## src/hdl/slcfr_pkg.sv

```systemverilog
// ----------------------------------------------------------------------------
// slcfr_pkg
// Shared types, codes and constants of the sync/length/CRC16 frame receiver.
// ----------------------------------------------------------------------------
`default_nettype none

package slcfr_pkg;

    localparam logic [7:0]  SYNC_FIRST   = 8'hAA;
    localparam logic [7:0]  SYNC_SECOND  = 8'h55;
    localparam logic [15:0] CRC_INIT     = 16'hFFFF;
    localparam logic [15:0] CRC_POLY     = 16'h1021;
    localparam logic [15:0] CRC_TOP      = 16'h8000;
    localparam logic [15:0] PKT_LEN_RST  = 16'd64;
    localparam logic [15:0] PAUSE_LEN    = 16'd1;

    // Depth of the queue between the classifier and the frame engine.
    localparam int QDEPTH = 2;
    localparam int QPTR_W = (QDEPTH > 1) ? $clog2(QDEPTH) : 1;
    localparam int QCNT_W = $clog2(QDEPTH + 1);

    typedef enum logic [2:0] {
        ST_PACKET_OK = 3'd0,
        ST_PAUSE_OK  = 3'd1,
        ST_CRC_BAD   = 3'd2,
        ST_TIMEOUT   = 3'd3,
        ST_UNKNOWN   = 3'd4
    } t_status;

    typedef enum logic [7:0] {
        PH_HUNT1   = 8'b0000_0001,
        PH_HUNT2   = 8'b0000_0010,
        PH_LEN_LO  = 8'b0000_0100,
        PH_LEN_HI  = 8'b0000_1000,
        PH_PAYLOAD = 8'b0001_0000,
        PH_CRC_LO  = 8'b0010_0000,
        PH_CRC_HI  = 8'b0100_0000,
        PH_DISCARD = 8'b1000_0000
    } t_phase;

    // One classified input event.
    typedef struct packed {
        logic       is_timeout;
        logic       is_sync1;
        logic       is_sync2;
        logic [7:0] data;
    } t_cmd;

    // MSB-first CRC16 update over one byte.
    function automatic logic [15:0] crc_byte(input logic [15:0] crc_in,
                                             input logic [7:0]  b);
        logic [15:0] c;
        c = crc_in ^ {b, 8'h00};
        for (int i = 0; i < 8; i++) begin
            if ((c & CRC_TOP) != 16'h0000) begin
                c = {c[14:0], 1'b0} ^ CRC_POLY;
            end else begin
                c = {c[14:0], 1'b0};
            end
        end
        return c;
    endfunction

endpackage

`default_nettype wire

```

## src/hdl/slcfr_if.sv

```systemverilog
// ----------------------------------------------------------------------------
// slcfr interfaces
// Valid/ready channels for input events, frame results and configuration.
// ----------------------------------------------------------------------------
`default_nettype none

interface slcfr_in_if;
    logic       valid;
    logic       ready;
    logic       kind;
    logic [7:0] rx_byte;
    modport source (output valid, output kind, output rx_byte, input ready);
    modport sink   (input valid, input kind, input rx_byte, output ready);
endinterface

interface slcfr_out_if;
    logic       valid;
    logic       ready;
    logic       is_frame_end;
    logic [7:0] out_byte;
    logic [2:0] frame_status;
    modport source (output valid, output is_frame_end, output out_byte,
                    output frame_status, input ready);
    modport sink   (input valid, input is_frame_end, input out_byte,
                    input frame_status, output ready);
endinterface

interface slcfr_cfg_if;
    logic        valid;
    logic        ready;
    logic [15:0] data;
    modport source (output valid, output data, input ready);
    modport sink   (input valid, input data, output ready);
endinterface

`default_nettype wire

```

## src/hdl/slcfr_front.sv

```systemverilog
// ----------------------------------------------------------------------------
// slcfr_front
// Accepts input events and tags them as timeout or sync byte for the engine.
// ----------------------------------------------------------------------------
`default_nettype none

module slcfr_front (
    slcfr_in_if.sink        i_in,
    input  wire logic       i_q_full,
    output slcfr_pkg::t_cmd o_cmd,
    output logic            o_push
);

    assign i_in.ready = !i_q_full;
    assign o_push     = i_in.valid && !i_q_full;

    always_comb begin
        o_cmd.is_timeout = i_in.kind;
        o_cmd.is_sync1   = (i_in.rx_byte == slcfr_pkg::SYNC_FIRST);
        o_cmd.is_sync2   = (i_in.rx_byte == slcfr_pkg::SYNC_SECOND);
        o_cmd.data       = i_in.rx_byte;
    end

endmodule

`default_nettype wire

```

## src/hdl/slcfr_queue.sv

```systemverilog
// ----------------------------------------------------------------------------
// slcfr_queue
// Short FIFO of classified events between the front end and the engine.
// ----------------------------------------------------------------------------
`default_nettype none

module slcfr_queue (
    input  wire logic            i_clk,
    input  wire logic            i_rst_n,
    input  wire logic            i_push,
    input  wire slcfr_pkg::t_cmd i_cmd,
    input  wire logic            i_pop,
    output logic                 o_full,
    output logic                 o_valid,
    output slcfr_pkg::t_cmd      o_cmd
);

    localparam logic [slcfr_pkg::QPTR_W-1:0] PTR_LAST =
        slcfr_pkg::QPTR_W'(slcfr_pkg::QDEPTH - 1);
    localparam logic [slcfr_pkg::QCNT_W-1:0] CNT_FULL =
        slcfr_pkg::QCNT_W'(slcfr_pkg::QDEPTH);

    slcfr_pkg::t_cmd                r_mem [slcfr_pkg::QDEPTH];
    logic [slcfr_pkg::QPTR_W-1:0]   r_wr_ptr, n_wr_ptr;
    logic [slcfr_pkg::QPTR_W-1:0]   r_rd_ptr, n_rd_ptr;
    logic [slcfr_pkg::QCNT_W-1:0]   r_count, n_count;
    logic                           do_push, do_pop;

    assign o_full  = (r_count == CNT_FULL);
    assign o_valid = (r_count != '0);
    assign o_cmd   = r_mem[r_rd_ptr];
    assign do_push = i_push && !o_full;
    assign do_pop  = i_pop && o_valid;

    always_comb begin
        n_wr_ptr = r_wr_ptr;
        n_rd_ptr = r_rd_ptr;
        n_count  = r_count;
        if (do_push) begin
            n_wr_ptr = (r_wr_ptr == PTR_LAST) ? '0 : r_wr_ptr + 1'b1;
        end
        if (do_pop) begin
            n_rd_ptr = (r_rd_ptr == PTR_LAST) ? '0 : r_rd_ptr + 1'b1;
        end
        if (do_push && !do_pop) begin
            n_count = r_count + 1'b1;
        end else if (do_pop && !do_push) begin
            n_count = r_count - 1'b1;
        end
    end

    always_ff @(posedge i_clk) begin
        if (!i_rst_n) begin
            r_wr_ptr <= '0;
            r_rd_ptr <= '0;
            r_count  <= '0;
        end else begin
            r_wr_ptr <= n_wr_ptr;
            r_rd_ptr <= n_rd_ptr;
            r_count  <= n_count;
        end
    end

    always_ff @(posedge i_clk) begin
        if (do_push) begin
            r_mem[r_wr_ptr] <= i_cmd;
        end
    end

endmodule

`default_nettype wire

```

## src/hdl/slcfr_back.sv

```systemverilog
// ----------------------------------------------------------------------------
// slcfr_back
// Frame engine: sync hunt, length decode, CRC check and result register.
// ----------------------------------------------------------------------------
`default_nettype none

module slcfr_back (
    input  wire logic            i_clk,
    input  wire logic            i_rst_n,
    slcfr_cfg_if.sink            i_cfg,
    input  wire logic            i_q_valid,
    input  wire slcfr_pkg::t_cmd i_cmd,
    output logic                 o_pop,
    slcfr_out_if.source          o_out
);

    slcfr_pkg::t_phase  r_phase, n_phase;
    logic [15:0]        r_pkt_len;
    logic [7:0]         r_len_lo, n_len_lo;
    logic [16:0]        r_bytes_left, n_bytes_left;
    logic [15:0]        r_crc, n_crc;
    logic [7:0]         r_trl_lo, n_trl_lo;
    logic               r_pause, n_pause;
    logic [7:0]         r_pause_val, n_pause_val;

    logic               r_out_valid, n_out_valid;
    logic               r_out_end;
    logic [7:0]         r_out_byte;
    slcfr_pkg::t_status r_out_status;

    logic               res_valid;
    logic               res_end;
    logic [7:0]         res_byte;
    slcfr_pkg::t_status res_status;

    logic [15:0]        len;
    logic [16:0]        left_dec;

    assign i_cfg.ready = 1'b1;

    // The next event is taken whenever the result register is free this cycle.
    assign o_pop    = i_q_valid && (!r_out_valid || o_out.ready);
    assign len      = {i_cmd.data, r_len_lo};
    assign left_dec = r_bytes_left - 17'd1;

    always_comb begin
        n_phase      = r_phase;
        n_len_lo     = r_len_lo;
        n_bytes_left = r_bytes_left;
        n_crc        = r_crc;
        n_trl_lo     = r_trl_lo;
        n_pause      = r_pause;
        n_pause_val  = r_pause_val;
        res_valid    = 1'b0;
        res_end      = 1'b1;
        res_byte     = 8'h00;
        res_status   = slcfr_pkg::ST_PACKET_OK;
        if (o_pop) begin
            if (i_cmd.is_timeout) begin
                n_phase = slcfr_pkg::PH_HUNT1;
                if (r_phase != slcfr_pkg::PH_HUNT1 && r_phase != slcfr_pkg::PH_HUNT2) begin
                    res_valid  = 1'b1;
                    res_status = slcfr_pkg::ST_TIMEOUT;
                end
            end else begin
                unique case (r_phase)
                    slcfr_pkg::PH_HUNT1: begin
                        if (i_cmd.is_sync1) begin
                            n_phase = slcfr_pkg::PH_HUNT2;
                        end
                    end
                    slcfr_pkg::PH_HUNT2: begin
                        n_phase = i_cmd.is_sync2 ? slcfr_pkg::PH_LEN_LO
                                                 : slcfr_pkg::PH_HUNT1;
                    end
                    slcfr_pkg::PH_LEN_LO: begin
                        n_len_lo = i_cmd.data;
                        n_phase  = slcfr_pkg::PH_LEN_HI;
                    end
                    slcfr_pkg::PH_LEN_HI: begin
                        n_crc = slcfr_pkg::CRC_INIT;
                        if (len == r_pkt_len || len == slcfr_pkg::PAUSE_LEN) begin
                            n_pause      = (len != r_pkt_len);
                            n_bytes_left = {1'b0, len};
                            n_phase      = (len == 16'd0) ? slcfr_pkg::PH_CRC_LO
                                                          : slcfr_pkg::PH_PAYLOAD;
                        end else begin
                            n_pause      = 1'b0;
                            n_bytes_left = {1'b0, len} + 17'd2;
                            n_phase      = slcfr_pkg::PH_DISCARD;
                        end
                    end
                    slcfr_pkg::PH_PAYLOAD: begin
                        n_crc        = slcfr_pkg::crc_byte(r_crc, i_cmd.data);
                        n_bytes_left = left_dec;
                        if (left_dec == 17'd0) begin
                            n_phase = slcfr_pkg::PH_CRC_LO;
                        end
                        if (r_pause) begin
                            n_pause_val = i_cmd.data;
                        end else begin
                            res_valid = 1'b1;
                            res_end   = 1'b0;
                            res_byte  = i_cmd.data;
                        end
                    end
                    slcfr_pkg::PH_CRC_LO: begin
                        n_trl_lo = i_cmd.data;
                        n_phase  = slcfr_pkg::PH_CRC_HI;
                    end
                    slcfr_pkg::PH_CRC_HI: begin
                        n_phase   = slcfr_pkg::PH_HUNT1;
                        res_valid = 1'b1;
                        if ({i_cmd.data, r_trl_lo} != r_crc) begin
                            res_status = slcfr_pkg::ST_CRC_BAD;
                        end else if (r_pause) begin
                            res_status = slcfr_pkg::ST_PAUSE_OK;
                            res_byte   = r_pause_val;
                        end
                    end
                    slcfr_pkg::PH_DISCARD: begin
                        n_bytes_left = left_dec;
                        if (left_dec == 17'd0) begin
                            n_phase    = slcfr_pkg::PH_HUNT1;
                            res_valid  = 1'b1;
                            res_status = slcfr_pkg::ST_UNKNOWN;
                        end
                    end
                    default: begin
                        n_phase = slcfr_pkg::PH_HUNT1;
                    end
                endcase
            end
        end
        // A pending result stays until its transfer; a pop implies the slot is free.
        n_out_valid = (o_pop && res_valid) || (r_out_valid && !o_out.ready);
    end

    always_ff @(posedge i_clk) begin
        if (!i_rst_n) begin
            r_phase      <= slcfr_pkg::PH_HUNT1;
            r_pkt_len    <= slcfr_pkg::PKT_LEN_RST;
            r_len_lo     <= 8'h00;
            r_bytes_left <= '0;
            r_crc        <= slcfr_pkg::CRC_INIT;
            r_trl_lo     <= 8'h00;
            r_pause      <= 1'b0;
            r_pause_val  <= 8'h00;
            r_out_valid  <= 1'b0;
        end else begin
            r_phase      <= n_phase;
            r_len_lo     <= n_len_lo;
            r_bytes_left <= n_bytes_left;
            r_crc        <= n_crc;
            r_trl_lo     <= n_trl_lo;
            r_pause      <= n_pause;
            r_pause_val  <= n_pause_val;
            r_out_valid  <= n_out_valid;
            if (i_cfg.valid) begin
                r_pkt_len <= i_cfg.data;
            end
        end
    end

    always_ff @(posedge i_clk) begin
        if (o_pop && res_valid) begin
            r_out_end    <= res_end;
            r_out_byte   <= res_byte;
            r_out_status <= res_status;
        end
    end

    assign o_out.valid        = r_out_valid;
    assign o_out.is_frame_end = r_out_end;
    assign o_out.out_byte     = r_out_byte;
    assign o_out.frame_status = r_out_status;

    a_no_pop_when_blocked: assert property (@(posedge i_clk) disable iff (!i_rst_n)
        o_pop |-> !(r_out_valid && !o_out.ready))
        else $error("event taken while a result is blocked");

    a_payload_status_ok: assert property (@(posedge i_clk) disable iff (!i_rst_n)
        (r_out_valid && !r_out_end) |-> (r_out_status == slcfr_pkg::ST_PACKET_OK))
        else $error("payload result with nonzero status");

    a_payload_count_live: assert property (@(posedge i_clk) disable iff (!i_rst_n)
        (r_phase == slcfr_pkg::PH_PAYLOAD) |-> (r_bytes_left != 17'd0))
        else $error("payload phase with no bytes left");

    a_discard_end: assert property (@(posedge i_clk) disable iff (!i_rst_n)
        (o_pop && !i_cmd.is_timeout && r_phase == slcfr_pkg::PH_DISCARD
         && r_bytes_left == 17'd1)
        |=> (r_out_valid && r_out_status == slcfr_pkg::ST_UNKNOWN))
        else $error("discard end did not report unknown length");

endmodule

`default_nettype wire

```

## src/hdl/sync_length_crc16_frame_receiver.sv

```systemverilog
// ----------------------------------------------------------------------------
// sync_length_crc16_frame_receiver
// Hunts for 0xAA 0x55, reads a little-endian length, passes data payload
// bytes out and reports the frame end after a CRC16-CCITT trailer check.
// ----------------------------------------------------------------------------
//   Channel   Dir   Payload                                  Transfer
//   i_in      in    kind, rx_byte                            valid && ready
//   o_out     out   is_frame_end, out_byte, frame_status     valid && ready
//   i_cfg     in    data = packet_length (16 bit)            valid && ready
//
// One event per cycle sustained while results are taken; a result's valid rises
// once its input has passed the event queue register and the registered result
// slot. The frame engine steps one byte per cycle while not stalled, including
// the full byte-wide CRC.
// Synchronous active-low reset returns to sync hunting with packet_length 64.
// A stalled result holds the engine; the queue then fills and lowers i_in.ready.
// ----------------------------------------------------------------------------
`default_nettype none

module sync_length_crc16_frame_receiver (
    input  wire logic   i_clk,
    input  wire logic   i_rst_n,
    slcfr_in_if.sink    i_in,
    slcfr_cfg_if.sink   i_cfg,
    slcfr_out_if.source o_out
);

    slcfr_pkg::t_cmd front_cmd;
    slcfr_pkg::t_cmd q_cmd;
    logic            push;
    logic            q_full;
    logic            q_valid;
    logic            pop;

    slcfr_front u_front (
        .i_in     (i_in),
        .i_q_full (q_full),
        .o_cmd    (front_cmd),
        .o_push   (push)
    );

    slcfr_queue u_queue (
        .i_clk   (i_clk),
        .i_rst_n (i_rst_n),
        .i_push  (push),
        .i_cmd   (front_cmd),
        .i_pop   (pop),
        .o_full  (q_full),
        .o_valid (q_valid),
        .o_cmd   (q_cmd)
    );

    slcfr_back u_back (
        .i_clk     (i_clk),
        .i_rst_n   (i_rst_n),
        .i_cfg     (i_cfg),
        .i_q_valid (q_valid),
        .i_cmd     (q_cmd),
        .o_pop     (pop),
        .o_out     (o_out)
    );

endmodule

`default_nettype wire
```

## src/flat_wrapper.sv

```systemverilog
// flat-port wrapper written by rule: the top's interface ports become plain ports
module sync_length_crc16_frame_receiver_flat 
  (i_clk, i_rst_n, i_in_valid, i_in_kind, i_in_rx_byte, i_in_ready, i_cfg_valid, i_cfg_data, i_cfg_ready, o_out_valid, o_out_is_frame_end, o_out_out_byte, o_out_frame_status, o_out_ready);
  slcfr_in_if i_in_i ();
  slcfr_cfg_if i_cfg_i ();
  slcfr_out_if o_out_i ();
  input  wire logic i_clk;
  input  wire logic i_rst_n;
  input wire logic [$bits(i_in_i.valid)-1:0] i_in_valid;
  input wire logic [$bits(i_in_i.kind)-1:0] i_in_kind;
  input wire logic [$bits(i_in_i.rx_byte)-1:0] i_in_rx_byte;
  output wire logic [$bits(i_in_i.ready)-1:0] i_in_ready;
  input wire logic [$bits(i_cfg_i.valid)-1:0] i_cfg_valid;
  input wire logic [$bits(i_cfg_i.data)-1:0] i_cfg_data;
  output wire logic [$bits(i_cfg_i.ready)-1:0] i_cfg_ready;
  output wire logic [$bits(o_out_i.valid)-1:0] o_out_valid;
  output wire logic [$bits(o_out_i.is_frame_end)-1:0] o_out_is_frame_end;
  output wire logic [$bits(o_out_i.out_byte)-1:0] o_out_out_byte;
  output wire logic [$bits(o_out_i.frame_status)-1:0] o_out_frame_status;
  input wire logic [$bits(o_out_i.ready)-1:0] o_out_ready;
  assign i_in_i.valid = i_in_valid;
  assign i_in_i.kind = i_in_kind;
  assign i_in_i.rx_byte = i_in_rx_byte;
  assign i_in_ready = i_in_i.ready;
  assign i_cfg_i.valid = i_cfg_valid;
  assign i_cfg_i.data = i_cfg_data;
  assign i_cfg_ready = i_cfg_i.ready;
  assign o_out_valid = o_out_i.valid;
  assign o_out_is_frame_end = o_out_i.is_frame_end;
  assign o_out_out_byte = o_out_i.out_byte;
  assign o_out_frame_status = o_out_i.frame_status;
  assign o_out_i.ready = o_out_ready;
  sync_length_crc16_frame_receiver u_core (.i_clk(i_clk), .i_rst_n(i_rst_n), .i_in(i_in_i), .i_cfg(i_cfg_i), .o_out(o_out_i));
endmodule
```

## config.mk

```make
export PLATFORM = sky130hd
export DESIGN_NAME = sync_length_crc16_frame_receiver_flat
export DESIGN_NICKNAME = d
export VERILOG_FILES = /design/src/hdl/slcfr_pkg.sv /design/src/hdl/slcfr_if.sv /design/src/hdl/slcfr_front.sv /design/src/hdl/slcfr_queue.sv /design/src/hdl/slcfr_back.sv /design/src/hdl/sync_length_crc16_frame_receiver.sv /design/src/flat_wrapper.sv
export SDC_FILE = /design/constraint.sdc
export NUM_CORES = 1
export LEC_CHECK = 0
export BUFFER_PORTS_ARGS = -buffer_cell sky130_fd_sc_hd__buf_2
export CORE_MARGIN = 2
export CORE_UTILIZATION = 47
export DETAILED_ROUTE_END_ITERATION = 10
export HOLD_SLACK_MARGIN = 0.08
export PLACE_DENSITY = 0.72
export REMOVE_ABC_BUFFERS = 1
export SLEW_MARGIN = 20
export SYNTH_ARGS = -nofsm -noshare
export SYNTH_HDL_FRONTEND = slang
export SYNTH_SLANG_ARGS = --single-unit
```

## constraint.sdc

```tcl
create_clock -name i_clk -period 4.3 [get_ports i_clk]
set_input_delay 0.43 -clock i_clk [delete_from_list [all_inputs] [get_ports i_clk]]
set_output_delay 0.43 -clock i_clk [all_outputs]
set_load 0.01 [all_outputs]
```

# == Yosys cells after proc, flatten, opt, wreduce, memory -nomap -nowiden ==
# Memory sizes are Yosys's and may differ from the RTL's. A register that Yosys moved wholly into a read port is not among the register bits.
# Index checks and enable logic that the tools add are counted.
# word_totals
reg_bits,99
mem_bits_rw,22
input_bits,30
out_inout_bits,15
wordCells,153
memories,1
# memory_table
memory,words,width,rd,rd_ports_with_merged_regs,write_ports,line,rtl
u_core.u_queue.r_mem,2,11,1,1,1,slcfr_queue.sv:23,slcfr_pkg::t_cmd r_mem [slcfr_pkg::QDEPTH];
# classes
add_sub_neg,6
n_eq_ne,20
n_mux,66
bitwise,12
reduce_logical,33
# op_table
operator,n
16-bit two-way mux,21
13-bit two-way mux,8
8-bit two-way mux,8
8-bit one-hot mux with 7 select lines,1
17-bit one-hot mux with 2 select lines,1
16-bit != test,2
16-bit one-hot mux with 2 select lines,1
3-bit inverter,8
16-bit by 2-bit adder with 17-bit output (second input constant),1
17-bit logical NOT,1
17-bit two-way mux,1
17-bit by 1-bit subtractor with 17-bit output (second input constant),1
16-bit by 1-bit == test with 1-bit output (second input constant),1
16-bit == test,1
8-bit by 7-bit == test with 1-bit output (second input constant),2
8-bit == test (second input constant),2
16-bit logical NOT,1
8-bit one-hot mux with 2 select lines,1
16-bit XOR,1
3-bit AND reduction,5
1-bit two-way mux,14
1-bit logical AND,9
3-bit two-way mux,3
8-bit by 1-bit == test with 1-bit output (second input constant),1
24 further kinds,42

# == Logic depth before layout (Yosys ltp) ==
# logic_depth
word_depth,39
depth_mapped,11
depth_no_buf,9

# == Hierarchy ==
# A second synthesis with hierarchy kept.
# unflattened
hier_cells,729
hier_area_um2,6727.7
# by_module_without_submodules
module,n_inst,cells_per_inst,area_per_inst_um2,seq_area_each_um2
slcfr_back,1,653,5571.6,2021.9
slcfr_queue,1,59,1026.0,760.7
slcfr_front,1,17,130.1,0.0

# == Least setup slack after synthesis ==
# Ideal clock, no wire load.
# synth_path
kind,reg2reg
startpoint,register u_core.u_back.r_bytes_left[3]
endpoint,"register u_core.u_back.r_out_status[0], in the netlist u_core.u_back.o_out.frame_status[0], enable pin"
setup_ps,384
arrival_ps,2926
required_time_ps,3916
path_slack_ps,990
path_stages_with_launch,10
path_buffers,3
period_less_slack_ps,3310
cell_sequence,dfxtp_1 > buf_6 > or4_1 > buf_2 > or3_1 > clkbuf_2 > o21ai_0 > nand2_1 > or4_1 > o21ai_1
# synth_between
elab_chain_len,7
# synth_rtl
element,line,rtl
start: declaration,slcfr_back.sv:20,"logic [16:0] r_bytes_left, n_bytes_left;"
start signal: assignment,slcfr_back.sv:153,r_bytes_left <= n_bytes_left;
17-bit by 1-bit subtractor with 17-bit output,slcfr_back.sv:44,assign left_dec = r_bytes_left - 17'd1;
17-bit logical NOT,slcfr_back.sv:123,if (left_dec == 17'd0) begin
1-bit two-way mux,slcfr_back.sv:123,
1-bit one-hot mux with 3 select lines,slcfr_back.sv:66,unique case (r_phase)
1-bit two-way mux,slcfr_back.sv:59,if (i_cmd.is_timeout) begin
1-bit two-way mux,slcfr_back.sv:58,if (o_pop) begin
1-bit logical AND,slcfr_back.sv:166,if (o_pop && res_valid) begin
end signal: assignment,slcfr_back.sv:169,r_out_status <= res_status;
end: declaration,slcfr_back.sv:29,slcfr_pkg::t_status r_out_status;
# Every way passes these cells.
# A chain may end at the register's enable or synchronous reset.

==> summary.txt <==
Power and ir drop
  • P_leak: 2.57 nW
  • Peak supply drop: 0.289 mV
  • Pwr Density: 491 mW/mm²
  • Pwr Total: 3.55 mW

Global routing
  • First-pass GRT wire length: 26.2 mm
  • Largest net degree at the start of global routing: 39
  • Grt ovf: 0
  • Vias in the first global route: 5187
  • Initial antenna violation count: 0
  • Overall Global Routing Usage: 23.1%

STA
  • RSZ-0062 raised after global routing: false
  • Slew @ Worst Pin: 0.980 ns
  • Max Clock Freq: 286 MHz
  • Final setup TNS: 0 ns
  • Final Critical Period: 3.50 ns
  • Final Hold Viols: 0
  • Relative slew slack: 34.6%
  • Max-slew violations: 0
  • Clock Skew: 0.00718 ns
  • Period utilization: 81.4%
  • Final setup viols: 0
  • Setup ws final: 0.802 ns

Clocking
  • Post-CTS Setup Bufs: 0
  • # clock sinks: 122
  • CTS Buf Count: 17
  • H-tree levels: 4
  • Cell chosen for the clock root: clkbuf_16
  • Worst-Skew Late Latency: 0.42 ns
  • CTS max path bufs: 2
  • Clock slew at reported path FFs: 0.06 ns
  • Post-CTS Resized: 0
  • Hold-fix buffers at CTS: 0
  • CTS tree: yes

Logic synthesis
  • Avg Cell Area, Syn: 9.02 µm²
  • Sequential-to-total area share from yosys stat: 44.2%
  • Primary FF master, synth: dfxtp_1
  • Synthesized instance count: 698
  • Top post-synthesis cells by area: dfxtp_1, edfxtp_1, xnor2_1, nor2_1, mux2i_1
  • Synth area leader: dfxtp_1
  • Share of the synthesized area in the top cell type: 28.0%
  • Yosys warns: 0
  • Post-synth EDFFs: 34
  • Post-synthesis cell area: 0.00630 mm²
  • Yosys reg bits: 122
  • Synth async-reset ratio: 0%
  • Netlist cell types: 64

Floorplanning
  • Die area: 0.0143 mm²
  • Initial core utilization: 47.9%
  • Core ar.: 0.0131 mm²
  • Io pins: 45
  • Chip Width: 120 µm
  • Vert. Die Dim: 120 µm
  • Site Rows: 42

Place
  • Placement Setup Slack: 0.887 ns
  • Count of buffers from port buffering: 43
  • Placed cell areas: 0.00667 mm²
  • Final HPWL DP: 11.3 mm
  • GPL Wtd Cong: 0.954

Status
  • Status: completed

Min path
  • Worst Hold End: u_core.u_queue.r_mem[0][10]
  • Worst hold path type: input pin to register
  • Hold_sp: i_in_kind
  • WHS Path Cells: 1

Setup path
  • Crit path DAT: 3.80 ns
  • CP Buf/Inv Count: 0
  • Crit-path max FO: 9
  • CP endpoint kind: register
  • CP max-delay cell: mux2i_2
  • Worst reg2reg path endpoint: u_core.u_back.r_bytes_left[4]
  • CP cell instances: mux2i_2 > xnor2_1 > nor4_1 > a31oi_1 > and2_1 > xnor2_1 > a2111oi_0
  • Crit Path Category: register to register
  • Crit start category: register
  • Cell repeated most along the worst path: xnor2_1
  • CP peak stage delay: 0.79 ns
  • Worst EP required: 4.60 ns
  • Largest delay contributor family on the critical path: simple AND/OR/NAND/NOR gates
  • R2R Setup Slk: 0.80 ns
  • R2R depth: 7

Routing
  • Post-route ant nets: 0
  • Drt first pass iters: 5
  • DRC: 0
  • Initial DRC Count: 539
  • Routed vias: 5443
  • Drt wl/cell: 17.4 µm
  • Drt total wl: 16.0 mm
  • Vias/cell: 5.90

Layout
  • Area delta synth->final: 15.0%
  • FILL cells: 1182
  • Diodes inserted: 0
  • Fraction of layout cells with a size suffix above 1: 13.7%
  • Final nets: 767
  • Design Area, Final: 0.00724 mm²

Flow run
  • Max-Cap Viols: 0
## cell usage after synthesis, types with 3 or more instances
cell	number
a22oi_1	3
o221ai_1	5
o22ai_1	12
xor2_1	10
ha_1	4
and3_1	4
nor4b_1	3
xnor2_1	58
nor4_1	13
nand3_1	26
nor3_1	22
o211ai_1	3
o21ai_0	21
a21oi_1	43
a31oi_1	4
clkbuf_1	34
or3_1	5
inv_1	8
mux2_2	5
nor3b_1	4
and2_1	6
nand2b_1	6
mux2i_1	31
nand4b_1	3
or4bb_1	4
dfxtp_1	88
nor4bb_1	3
a211oi_1	17
o21ai_1	3
or4_1	6
buf_1	3
nand4_1	13
nor2b_1	7
nand2_1	55
edfxtp_1	34
nor2_1	95
## where the power goes
group          total (mW)  leakage, nW  switching (mW)  internal [mW]
clock network        1.40        0.267           0.545          0.851
registers            1.34         1.03          0.0625           1.28
logic               0.819         1.28           0.484          0.335
total                3.55         2.57            1.09           2.46
## placed cells by master (no fill, tap or decap), drive strengths merged, types with 5 or more instances in the layout
cell and n:
a211oi 17, a21oi 43, and2 6, buf 60
clkbuf 17, clkinv 5, clkinvlp 5, dfxtp 88
edfxtp 34, inv 11, mux2 6, mux2i 34
nand2 55, nand2b 6, nand3 26, nand4 13
nor2 95, nor2b 7, nor3 22, nor4 13
o21ai 24, o221ai 5, o22ai 12, or3 5
or4 6, xnor2 58, xor2 10
## kinds of logic (layout without fill, tap and decap cells)
logic type	Yosys count	after routing	share of synthesized area (%)
adders and majority gates	4	4	0.795
and+or+nand+nor	281	281	22.2
buffers and inverters	52	100	3.52
xor gates and xnor gates	68	68	9.46
AOI/OAI and AO/OA	130	130	13.0
other	1	1	0.0595
muxes	40	40	6.85
DFF	122	122	44.2
## flip-flops by register name, indices dropped and copies added, names as in the netlist, 2 cells and up, named ones only
signal and count:
u_core.u_back.r_pause_val 8, u_core.u_back.r_phase 8, u_core.u_back.r_len_lo 8, u_core.u_back.o_out.out_byte 8, u_core.u_back.r_crc 16, u_core.u_queue.r_mem 22
u_core.u_back.r_bytes_left 17, u_core.u_back.r_trl_lo 8, u_core.u_queue.r_count 2, u_core.u_back.r_pkt_len 16, u_core.u_back.o_out.frame_status 3
## metrics by stage
step           util (%)  hold WS, ns  instances
6_report           55.1        0.211        922
2_1_floorplan         -        0.454        654
5_1_grt            55.1        0.202        922
4_1_cts            55.1        0.197        922
3_3_place_gp       50.8        0.465        890
3_5_place_dp       50.8        0.481        890
## worst max-delay path by stage
| stage | start | end | slack [ns] | cells after the start |
|---|---|---|---|---|
| 6_report | register | u_core.u_back.r_bytes_left[4] | 0.80 | 7 |
| 5_1_grt | register | u_core.u_back.r_bytes_left[4] | 0.53 | 7 |
| 4_1_cts | register | u_core.u_back.r_bytes_left[4] | 0.87 | 7 |
| 3_5_place_dp | register | u_core.u_back.r_bytes_left[4] | 0.89 | 7 |
| 3_3_place_gp | register | u_core.u_back.r_bytes_left[4] | 0.96 | 7 |
| 2_1_floorplan | u_core.u_back.r_bytes_left[3] | u_core.u_back.o_out.frame_status[0] | 1.09 | 6 |
## final cells by class
type                    count  area (µm²)  area share, %
clock buffers              17         425           5.87
flip-flops and latches    122        2780           38.4
clock inverters            15         150           2.07
multi-input cells         524        3290           45.5
repair buffers             60         343           4.73
inverters                   8        30.0          0.415
well taps                 176         220           3.04
## routing by layer
layer | track usage (%) | vias to the layer above | part of all wire [%]
met5 | 0 | - | 0
met4 | 9.63 | 0 | 2.1
met3 | 4.04 | 32 | 6.6
met2 | 36.2 | 239 | 46
met1 | 31.7 | 2580 | 45
li1 | - | 2592 | -
Note: power is estimated with default switching activity, not from simulation.
